--- src/hdl/bda_pkg.sv ---
// Package for the deadlock-avoidance engine: sizes, status and command codes,
// shared types. No dependencies.
`default_nettype none
package bda_pkg;
    localparam int MAX_PROCS_DEF = 8;
    localparam int MAX_TYPES_DEF = 4;
    localparam int UNIT_BITS_DEF = 8;
    localparam int NUM_TOTALS    = 4;

    localparam logic [1:0] CMD_CLAIM = 2'd0;
    localparam logic [1:0] CMD_ALLOC = 2'd1;
    localparam logic [1:0] CMD_CHECK = 2'd2;
    localparam logic [1:0] CMD_REQ   = 2'd3;

    localparam logic [2:0] ST_LOADED         = 3'd0;
    localparam logic [2:0] ST_CLAIM_GT_TOTAL = 3'd1;
    localparam logic [2:0] ST_ALLOC_GT_CLAIM = 3'd2;
    localparam logic [2:0] ST_SAFE           = 3'd3;
    localparam logic [2:0] ST_UNSAFE         = 3'd4;
    localparam logic [2:0] ST_ALLOC_GT_TOTAL = 3'd5;
    localparam logic [2:0] ST_REQ_GT_NEED    = 3'd6;
    localparam logic [2:0] ST_WAIT           = 3'd7;

    localparam logic [2:0] CFG_NUM_PROCS = 3'd0;
    localparam logic [2:0] CFG_NUM_TYPES = 3'd1;
    localparam logic [2:0] CFG_TOTAL0    = 3'd2;
    localparam logic [2:0] CFG_TOTAL3    = 3'd5;

    // per-lane verdict handed to the merge stage
    typedef struct packed {
        logic fits;    // need <= work for this type (or type unused)
    } lane_res_t;
endpackage
`default_nettype wire

--- src/hdl/bda_lane.sv ---
// One resource-type lane: compares need against work and forms the
// saturated work update. Depends on bda_pkg.
`default_nettype none
module bda_lane #(
    parameter int UNIT_BITS = bda_pkg::UNIT_BITS_DEF
) (
    input  wire logic                 in_use,
    input  wire logic [UNIT_BITS-1:0] need,
    input  wire logic [UNIT_BITS-1:0] work,
    input  wire logic [UNIT_BITS-1:0] alloc,
    output bda_pkg::lane_res_t        res,
    output logic [UNIT_BITS-1:0]      work_sum
);
    import bda_pkg::*;
    logic [UNIT_BITS:0] sum;
    assign sum      = {1'b0, work} + {1'b0, alloc};
    assign work_sum = sum[UNIT_BITS] ? {UNIT_BITS{1'b1}} : sum[UNIT_BITS-1:0];
    assign res.fits = !in_use || (need <= work);
endmodule
`default_nettype wire

--- config.mk ---
export PLATFORM = sky130hd
export DESIGN_NAME = bda_lane
export DESIGN_NICKNAME = d
export VERILOG_FILES = /design/src/hdl/bda_pkg.sv /design/src/hdl/bda_lane.sv
export SDC_FILE = /design/constraint.sdc
export NUM_CORES = 1
export LEC_CHECK = 0
export BUFFER_PORTS_ARGS = -buffer_cell sky130_fd_sc_hd__buf_2
export CORE_AREA = 2 2 39 41
export DETAILED_ROUTE_END_ITERATION = 6
export DIE_AREA = 0 0 41 43
export PLACE_DENSITY_LB_ADDON = 0.2
export SLEW_MARGIN = 10
export SYNTH_ARGS = -nofsm -noshare
export SYNTH_HDL_FRONTEND = slang
export SYNTH_SLANG_ARGS = --single-unit
--- constraint.sdc ---
create_clock -name vclk -period 2.3
set_clock_uncertainty 0.05 [all_clocks]
set_input_delay 0.345 -clock vclk [all_inputs]
set_output_delay 0.345 -clock vclk [all_outputs]
set_load 0.02 [all_outputs]
==> results by group, run 1 <==
Placed design
  • Number of I/O port buffers: 34
  • Final Wtd Congestion: around 0.75
  • Post-Place Worst Slack: around 0.0015 ns
  • Post-placement cell area: roughly 770 µm²
  • Post-DP HPWL: 1130 µm

Logic synthesis
  • Largest cells by area after synthesis: ha_1, inv_1, a21oi_1
  • Synthesis Warnings: 0
  • Share of the synthesized area in the top cell type: 0.343
  • Syn avg cell area: slightly below 8 µm²
  • Mapped Cells: 76
  • Cell taking the most area after synthesis: ha_1
  • Seq/Total Area, Yosys: 0
  • Synthesized area: 584 µm²
  • Yosys cell types: 30
  • Syn_nets: 118

STA
  • # setup viols final: 0
  • Fin crit period: 2.24 ns
  • Final hold violations: 0
  • Final period util: 0.973
  • FMAX: around 450 MHz
  • Hold_ws: about 1.0 ns
  • Worst slew pin tran: just under 0.3 ns
  • Final Max Slew Viols: 0
  • Slew HR: 0.808
  • Post-layout worst setup margin: 0.0628 ns

Cells and area
  • Share of cells above drive strength 1: 0.382
  • Fin nets: 154
  • Final instance area: 783 µm²
  • Fin util: 0.566
  • Seq Cell Count: 0
  • Storage cell area: 0 µm²
  • ANT cells: 0
  • Layout area overhead: 34.0%
  • # clk buffers: 0

Min path
  • Hold path startpoint: in_use
  • Hold-critical path endpoint: res
  • Hold Crit Depth: 4
  • Hold WC Path Type: input port to output port

Status
  • Status: complete, no violations

Worst setup path
  • CP Capture Type: output port
  • Worst path arrival time: between 1.5 and 2 ns
  • Crit path required time: roughly 1.9 ns
  • Type of origin of the critical path: input port
  • Class of the most critical setup path: input port to output port
  • CP startpoint: work[0]
  • Critical-path maximum fanout: 3

Route
  • Routed wire length: between 1000 and 1500 µm
  • Vias/cell: between 5 and 6
  • Met3 wire len: about 66 µm
  • DR WL/cell: ~10 µm
  • DRT iter0 DRCs: 16
  • WL met1: just over 600 µm
  • Top layer in use: met3
  • DRC violations left: 0
  • Number of routed nets with antenna violations: 0
  • Met2 WL post-DR: ~620 µm
  • DR pass1 iterations: 4
  • Routed via count: approximately 630

Job
  • Max-Cap Viols: 0

Global route
  • Via count of the first global-routing pass: between 500 and 600
  • Antenna violations before repair: 0
  • Largest net degree at the start of global routing: 8
  • Total Routing Usage GR: 0.151
  • Total gr overflow: 0
  • First-pass GRT wire length: 2040 µm

Power and ir drop
  • Power per cell area: 278 nW/µm²
  • Peak VDD IR: around 0.00013 V
  • Total Power: 0.218 mW
  • Static leakage: around 0.44 nW

Floorplanning
  • Chip Width: 41 µm
  • Die area: roughly 1800 µm²
  • Standard-cell rows: 14
  • Die Ht: between 40 and 50 µm
  • Core area: 1380 µm²
  • Initial Util: 0.422
  • # IOs: 34

Clock network
  • Post-CTS Setup Bufs: 0
  • Hold Buf Count CTS: 0
  • Post-CTS Resized: 0
==> routing by layer <==
layer / GRT usage / vias up
met5: 0 / -
met4: 0 / 0
met3: 0.00524 / 0
met2: 0.269 / 15
met1: 0.204 / 272
li1: - / 347
==> through the flow <==
step           setup TNS (ns)  std cells
2_1_floorplan               0         76
3_3_place_gp                0        126
3_5_place_dp                0        126
4_1_cts                     0        126
5_1_grt               -0.0304        126
6_report                    0        126
==> cell type report <==
class	count	area, µm²
fillers	157	601
well taps	16	20.0
inverters	10	37.5
repair buffers	34	170
multi-input cells	66	556
==> logic make-up (layout without fill, tap and decap cells) <==
| kind of cell | after synthesis | in the layout | share of synthesized area |
|---|---|---|---|
| XOR/XNOR | 4 | 4 | 0.0600 |
| AO/OA/AOI/OAI | 19 | 19 | 0.242 |
| AND/OR/NAND/NOR | 24 | 24 | 0.221 |
| multiplexers | 2 | 2 | 0.0364 |
| buffers and inverters | 10 | 44 | 0.0642 |
| adder cells (fa/ha/maj) | 17 | 17 | 0.377 |
==> how the worst max path moves through the flow <==
stage	end	slack, ns	cells past startpoint
floorplan	work_sum[7]	0.24	5
global placement	work_sum[7]	0.01	8
detailed placement	work_sum[7]	0.001	8
CTS	work_sum[7]	0.003	8
global route	work_sum[7]	-0.03	8
finish	work_sum[7]	0.06	8
==> layout by cell type (no fill, tap or decap), drive strengths merged, types with 3 or more instances in the layout <==
| cell | n |
|---|---|
| ha | 16 |
| buf | 34 |
| a21oi | 7 |
| inv | 10 |
| o21a | 3 |
| nor2 | 4 |
| nand2 | 7 |
| nand3 | 3 |
| xor2 | 3 |
==> where the power goes <==
| part | leakage, nW | total (mW) | switching (mW) | internal [mW] |
|---|---|---|---|---|
| Combinational | 0.439 | 0.218 | 0.122 | 0.0963 |
| Clock | 0 | 0 | 0 | 0 |
| Sequential | 0 | 0 | 0 | 0 |
| Total | 0.439 | 0.218 | 0.122 | 0.0963 |
==> synthesized netlist by cell type <==
cell type,n
a21oi_1,6
nand4_1,2
nand2b_2,1
nor4_1,1
mux2i_1,1
o2111a_1,1
a311oi_1,1
o31ai_1,1
o21a_4,1
nand3_2,1
mux2_2,1
and3_2,1
inv_1,10
a221o_1,1
nor3_1,1
ha_1,16
nand2_1,7
nor2b_1,2
fa_1,1
nand3_1,2
nor2_1,4
xor2_1,3
xnor2_1,1
nor4b_1,1
a21o_1,2
o211a_1,1
nand2b_1,1
o21ai_0,2
o21a_1,2
a21oi_2,1
==> critical path, stage by stage <==
cell and delay [ns]:
buf_2 0.11, ha_1 0.22, fa_2 0.37, a21o_1 0.18, nor2_1 0.11, nor4b_2 0.24
o31ai_1 0.11, buf_2 0.16
Note: power is estimated with default switching activity, not from simulation.
==> inputs of run 2 (changes only) <==
--- a/config.mk
+++ b/config.mk
@@ -6,9 +6,11 @@
 export NUM_CORES = 1
 export LEC_CHECK = 0
 export BUFFER_PORTS_ARGS = -buffer_cell sky130_fd_sc_hd__buf_2
-export CORE_AREA = 2 2 39 41
+export CELL_PAD_IN_SITES_DETAIL_PLACEMENT = 2
+export CELL_PAD_IN_SITES_GLOBAL_PLACEMENT = 2
+export CORE_MARGIN = 2
+export CORE_UTILIZATION = 24
 export DETAILED_ROUTE_END_ITERATION = 6
-export DIE_AREA = 0 0 41 43
 export PLACE_DENSITY_LB_ADDON = 0.2
 export SLEW_MARGIN = 10
 export SYNTH_ARGS = -nofsm -noshare
==> run 2 against run 1 <==
Against the previous run: first-iteration DRC count down 88%; combinational power increased by 8%; setup slack improved by 0.026 ns; critical path depth is the same; flip-flop and latch count unchanged; critical path type unchanged.
==> results by group, run 2 (same netlist as run 1, synthesis figures left out) <==
Cells and area
  • Share of cells above drive strength 1: 0.402 (+0.0200)
  • Fin nets: 156 (+1.3%)
  • Fill cell count: 300 (+91%)
  • # clk buffers: 0 (unchanged)
  • Commonest non-fill, non-tap cells in the layout: buf_2, ha_1, inv_1, nand2_1, a21oi_1
  • Layout area overhead: 41.3%
  • Fin util: 0.366 (-0.200)
  • ANT cells: 0 (unchanged)
  • Seq Cell Count: 0 (unchanged)
  • Commonest non-fill, non-tap cell in the layout: buf_2
  • Storage cell area: 0 µm² (unchanged)

Floorplanning
  • Die Ht: 53.3 µm (+24%)
  • Initial Util: 0.259 (-0.163)
  • Core area: 2250 µm² (+63%)
  • Standard-cell rows: 17 (+3)
  • # IOs: 34 (unchanged)
  • Die area: 2850 µm² (+61%)
  • Chip Width: 53.3 µm (+30%)

Route
  • Routed via count: 682 (+7.6%)
  • DR pass1 iterations: 4 (unchanged)
  • DRT iter0 DRCs: 2 (-14)
  • Vias/cell: 4.87 (-3.2%)
  • DR WL/cell: 13.3 µm (+28%)
  • DRC violations left: 0 (unchanged)
  • Number of routed nets with antenna violations: 0 (unchanged)
  • Routed wire length: 1860 µm (+43%)

Worst setup path
  • Critical-path maximum fanout: 3 (unchanged)
  • Crit path required time: 1.90 ns (about the same)
  • Type of origin of the critical path: input port
  • Worst path arrival time: 1.82 ns (-0.02 ns)
  • Class of the most critical setup path: input port to output port
  • CP Capture Type: output port

Status
  • Status: complete, no violations

STA
  • Worst slew pin tran: 0.375 ns (+0.0861 ns)
  • FMAX: 452 MHz (+1.2%)
  • Post-layout worst setup margin: 0.0884 ns (+0.0256 ns)
  • Final Max Slew Viols: 0 (unchanged)
  • Final period util: 0.962 (-0.0112)
  • Slew HR: 0.750 (-0.0574)
  • Final hold violations: 0 (unchanged)
  • Fin crit period: 2.21 ns (-0.0256 ns)
  • # setup viols final: 0 (unchanged)

Placed design
  • Final Wtd Congestion: 0.706 (-5.4%)
  • Number of I/O port buffers: 34 (unchanged)
  • Post-DP HPWL: 1660 µm (+46%)
  • Post-Place Worst Slack: -0.0414 ns (-0.0429 ns)

Global route
  • Via count of the first global-routing pass: 647 (+16%)
  • Total gr overflow: 0 (unchanged)
  • Largest net degree at the start of global routing: 8 (unchanged)
  • First-pass GRT wire length: 2760 µm (+36%)
  • Total Routing Usage GR: 0.128 (-0.0235)
  • Antenna violations before repair: 0 (unchanged)

Clock network
  • Hold Buf Count CTS: 0 (unchanged)

Power and ir drop
  • Peak VDD IR: 0.000106 V (-21%)
  • Power per cell area: 286 nW/µm² (+2.6%)
  • Static leakage: 0.454 nW (+3.4%)

Job
  • Max-Cap Viols: 0 (unchanged)

Min path
  • Hold WC Path Type: input port to output port
## run 2: report_power, final
part	switching, mW	total (mW)	internal, mW
registers	0	0	0
clock network	0	0	0
logic	0.133	0.236	0.103
total	0.133	0.236	0.103
## run 2: stage by stage
| stage | power [mW] | TNS [ns] | hold WS (ns) | instance area [µm²] | cells |
|---|---|---|---|---|---|
| 2_1_floorplan | 0.151 | 0 | 0.884 | 584 | 76 |
| 3_3_place_gp | 0.225 | -0.000990 | 1.04 | 805 | 140 |
| 3_5_place_dp | 0.231 | -0.0464 | 1.06 | 805 | 140 |
| 4_1_cts | 0.234 | 0 | 1.06 | 811 | 140 |
| 5_1_grt | 0.263 | -0.0149 | 1.08 | 826 | 140 |
| 6_report | 0.236 | 0 | 1.06 | 826 | 140 |
## run 2: worst paths after layout
path | cells after the start | slack [ns] | start | endpoint
worst max-delay path | 8 | 0.09 | work[0] | work_sum[7]
worst min-delay path | 4 | 1.06 | in_use | res
## run 2: per-layer routing
layer / vias up / track usage / wire length (µm)
li1: 349 / - / -
met1: 320 / 0.179 / 827
met2: 13 / 0.230 / 978
met3: 0 / 0 / 58
met4: 0 / 0 / 0
met5: - / 0 / 0
## run 2: what timing repair did
item                                    in CTS  in global routing
gates resized for setup                      1                  3
pin swaps                                    1                  0
endpoints found under the setup margin       2                  8
hold endpoints to repair                     0                  0
buffers inserted                             0                  0
## run 2: critical path, stage by stage
cell	delay [ns]
buf_2	0.11
ha_1	0.22
fa_2	0.37
a21o_1	0.20
nor2_1	0.12
nor4b_4	0.19
o31ai_1	0.10
buf_2	0.16
## run 2: cell type report
type / instances / area, µm² / share of cell area
repair buffers: 36 / 185 / 0.224
multi-input cells: 66 / 568 / 0.688
well taps: 28 / 35.0 / 0.0424
inverters: 10 / 37.5 / 0.0455
==> inputs of run 3 (changes only) <==
--- a/config.mk
+++ b/config.mk
@@ -11,6 +11,8 @@
 export CORE_MARGIN = 2
 export CORE_UTILIZATION = 24
 export DETAILED_ROUTE_END_ITERATION = 6
+export GPL_ROUTABILITY_DRIVEN = 0
+export GPL_TIMING_DRIVEN = 0
 export PLACE_DENSITY_LB_ADDON = 0.2
 export SLEW_MARGIN = 10
 export SYNTH_ARGS = -nofsm -noshare
==> run 3 against run 2 <==
Against the previous run: cell count fell by 0.71%; combinational power fell by 2%; worst hold slack got worse by 0.010 ns; via count rose by 0.59%; core utilization did not move.
==> results by group, run 3 (same netlist as run 1, synthesis figures left out) <==
Status
  • Status: complete, no violations

STA
  • Hold_ws: 1.05 ns (-0.0101 ns)
  • RSZ-0062 raised after global routing: false
  • Fin crit period: 2.19 ns (-0.0236 ns)
  • Final period util: 0.951 (-0.0102)
  • Slew HR: 0.790 (+0.0395)
  • Final Max Slew Viols: 0 (unchanged)
  • Final hold violations: 0 (unchanged)
  • Post-layout worst setup margin: 0.112 ns (+0.0236 ns)
  • FMAX: 457 MHz (+1.1%)
  • # setup viols final: 0 (unchanged)
  • Worst slew pin tran: 0.316 ns (-0.0593 ns)

Global route
  • Total gr overflow: 0 (unchanged)
  • Met1 usage: 0.168 (-0.0111)
  • Top Usage Layer GRT: met2
  • Largest net degree at the start of global routing: 8 (unchanged)
  • Total Routing Usage GR: 0.141 (+0.0130)
  • Met3 usage: 0 (unchanged)
  • Via count of the first global-routing pass: 728 (+13%)
  • First-pass GRT wire length: 3040 µm (+10%)
  • Antenna violations before repair: 0 (unchanged)
  • GR Util met2: 0.290 (+0.0597)

Min path
  • Hold path startpoint: in_use
  • Hold WC Path Type: input port to output port

Worst setup path
  • Worst path arrival time: 1.79 ns (-0.03 ns)
  • Class of the most critical setup path: input port to output port
  • Critical-path maximum fanout: 3 (unchanged)
  • Crit path required time: 1.90 ns (about the same)
  • CP startpoint: work[0]
  • Type of origin of the critical path: input port
  • CP Capture Type: output port

Floorplanning
  • Die area: 2850 µm² (unchanged)
  • # IOs: 34 (unchanged)
  • Core area: 2250 µm² (unchanged)
  • Initial Util: 0.259 (unchanged)
  • Standard-cell rows: 17 (unchanged)
  • Die Ht: 53.3 µm (unchanged)
  • Chip Width: 53.3 µm (unchanged)

Job
  • Max-Cap Viols: 0 (unchanged)

Route
  • DR WL/cell: 13.3 µm (-0.15%)
  • Routed wire length: 1850 µm (-0.86%)
  • Routed via count: 686 (+0.59%)
  • DR pass1 iterations: 3 (-1)
  • DRT iter0 DRCs: 4 (+2)
  • Number of routed nets with antenna violations: 0 (unchanged)
  • DRC violations left: 0 (unchanged)
  • Vias/cell: 4.94 (+1.3%)

Cells and area
  • Storage cell area: 0 µm² (unchanged)
  • # clk buffers: 0 (unchanged)
  • Commonest non-fill, non-tap cell in the layout: buf_2
  • Commonest non-fill, non-tap cells in the layout: buf_2, ha_1, inv_1, nand2_1
  • Layout area overhead: 41.3% (unchanged)
  • Fill cell count: 306 (+2.0%)
  • Seq Cell Count: 0 (unchanged)
  • Fin util: 0.366 (unchanged)
  • Fin nets: 155 (-0.64%)
  • ANT cells: 0 (unchanged)
  • Share of cells above drive strength 1: 0.414 (+0.0126)

Placed design
  • Post-Place Worst Slack: -0.0744 ns (-0.0329 ns)
  • Post-DP HPWL: 1690 µm (+2.3%)
  • Number of I/O port buffers: 34 (unchanged)

Power and ir drop
  • Power per cell area: 281 nW/µm² (-1.5%)
  • Peak VDD IR: 0.000116 V (+10%)
  • Net switching power: 0.130 mW (-2.0%)
  • Sequential Power Share: 0 (unchanged)
  • Clock Power Share: 0 (unchanged)
  • Switching Share: 0.561 (-0.00310)
  • Int Power: 0.102 mW (-0.80%)
  • Logic pwr share: 1.000 (about the same)
  • Static leakage: 0.444 nW (-2.2%)

Clock network
  • Hold Buf Count CTS: 0 (unchanged)
## run 3: routing by layer
layer	up-vias	share of wire	routed length (µm)
li1	349	-	-
met1	324	0.41	764
met2	13	0.54	1010
met3	0	0.041	75
met4	0	0	0
met5	-	0	0
## run 3: worst max-delay path, cell delays in order
cell,delay [ns]
buf_2,0.12
ha_4,0.17
fa_2,0.39
a21o_1,0.23
a21oi_2,0.16
xor2_1,0.17
nand2_1,0.07
buf_2,0.15
## run 3: what timing repair did
item,in CTS,in global routing
buffers inserted,0,1
endpoints found under the setup margin,8,8
gates resized for setup,2,4
hold endpoints to repair,0,0
pin swaps,1,6
## run 3: metrics by stage
step	power (mW)	setup TNS (ns)	cells	area (µm²)
3_5_place_dp	0.227	-0.467	138	790
5_1_grt	0.263	0	139	826
6_report	0.232	0	139	826
4_1_cts	0.231	0	138	798
2_1_floorplan	0.151	0	76	584
3_3_place_gp	0.218	-0.184	138	790
## run 3: path summary, 6_finish.rpt
check,end,slack [ns],depth (start not counted)
setup / recovery,work_sum[4],0.11,8
hold / removal,res,1.05,4
## run 3: layout make-up
type / count / area, µm² / area share
inverters: 10 / 37.5 / 0.0455
multi-input cells: 66 / 576 / 0.697
well taps: 28 / 35.0 / 0.0424
repair buffers: 35 / 178 / 0.215
## run 3: power groups by stage
| stage | combinational, mW | sequential (mW) | clock, mW |
|---|---|---|---|
| after global placement | 0.218 | 0 | 0 |
| after floorplan | 0.151 | 0 | 0 |
| final | 0.232 | 0 | 0 |
| after global routing | 0.263 | 0 | 0 |
| after detailed placement | 0.227 | 0 | 0 |
| after CTS | 0.231 | 0 | 0 |
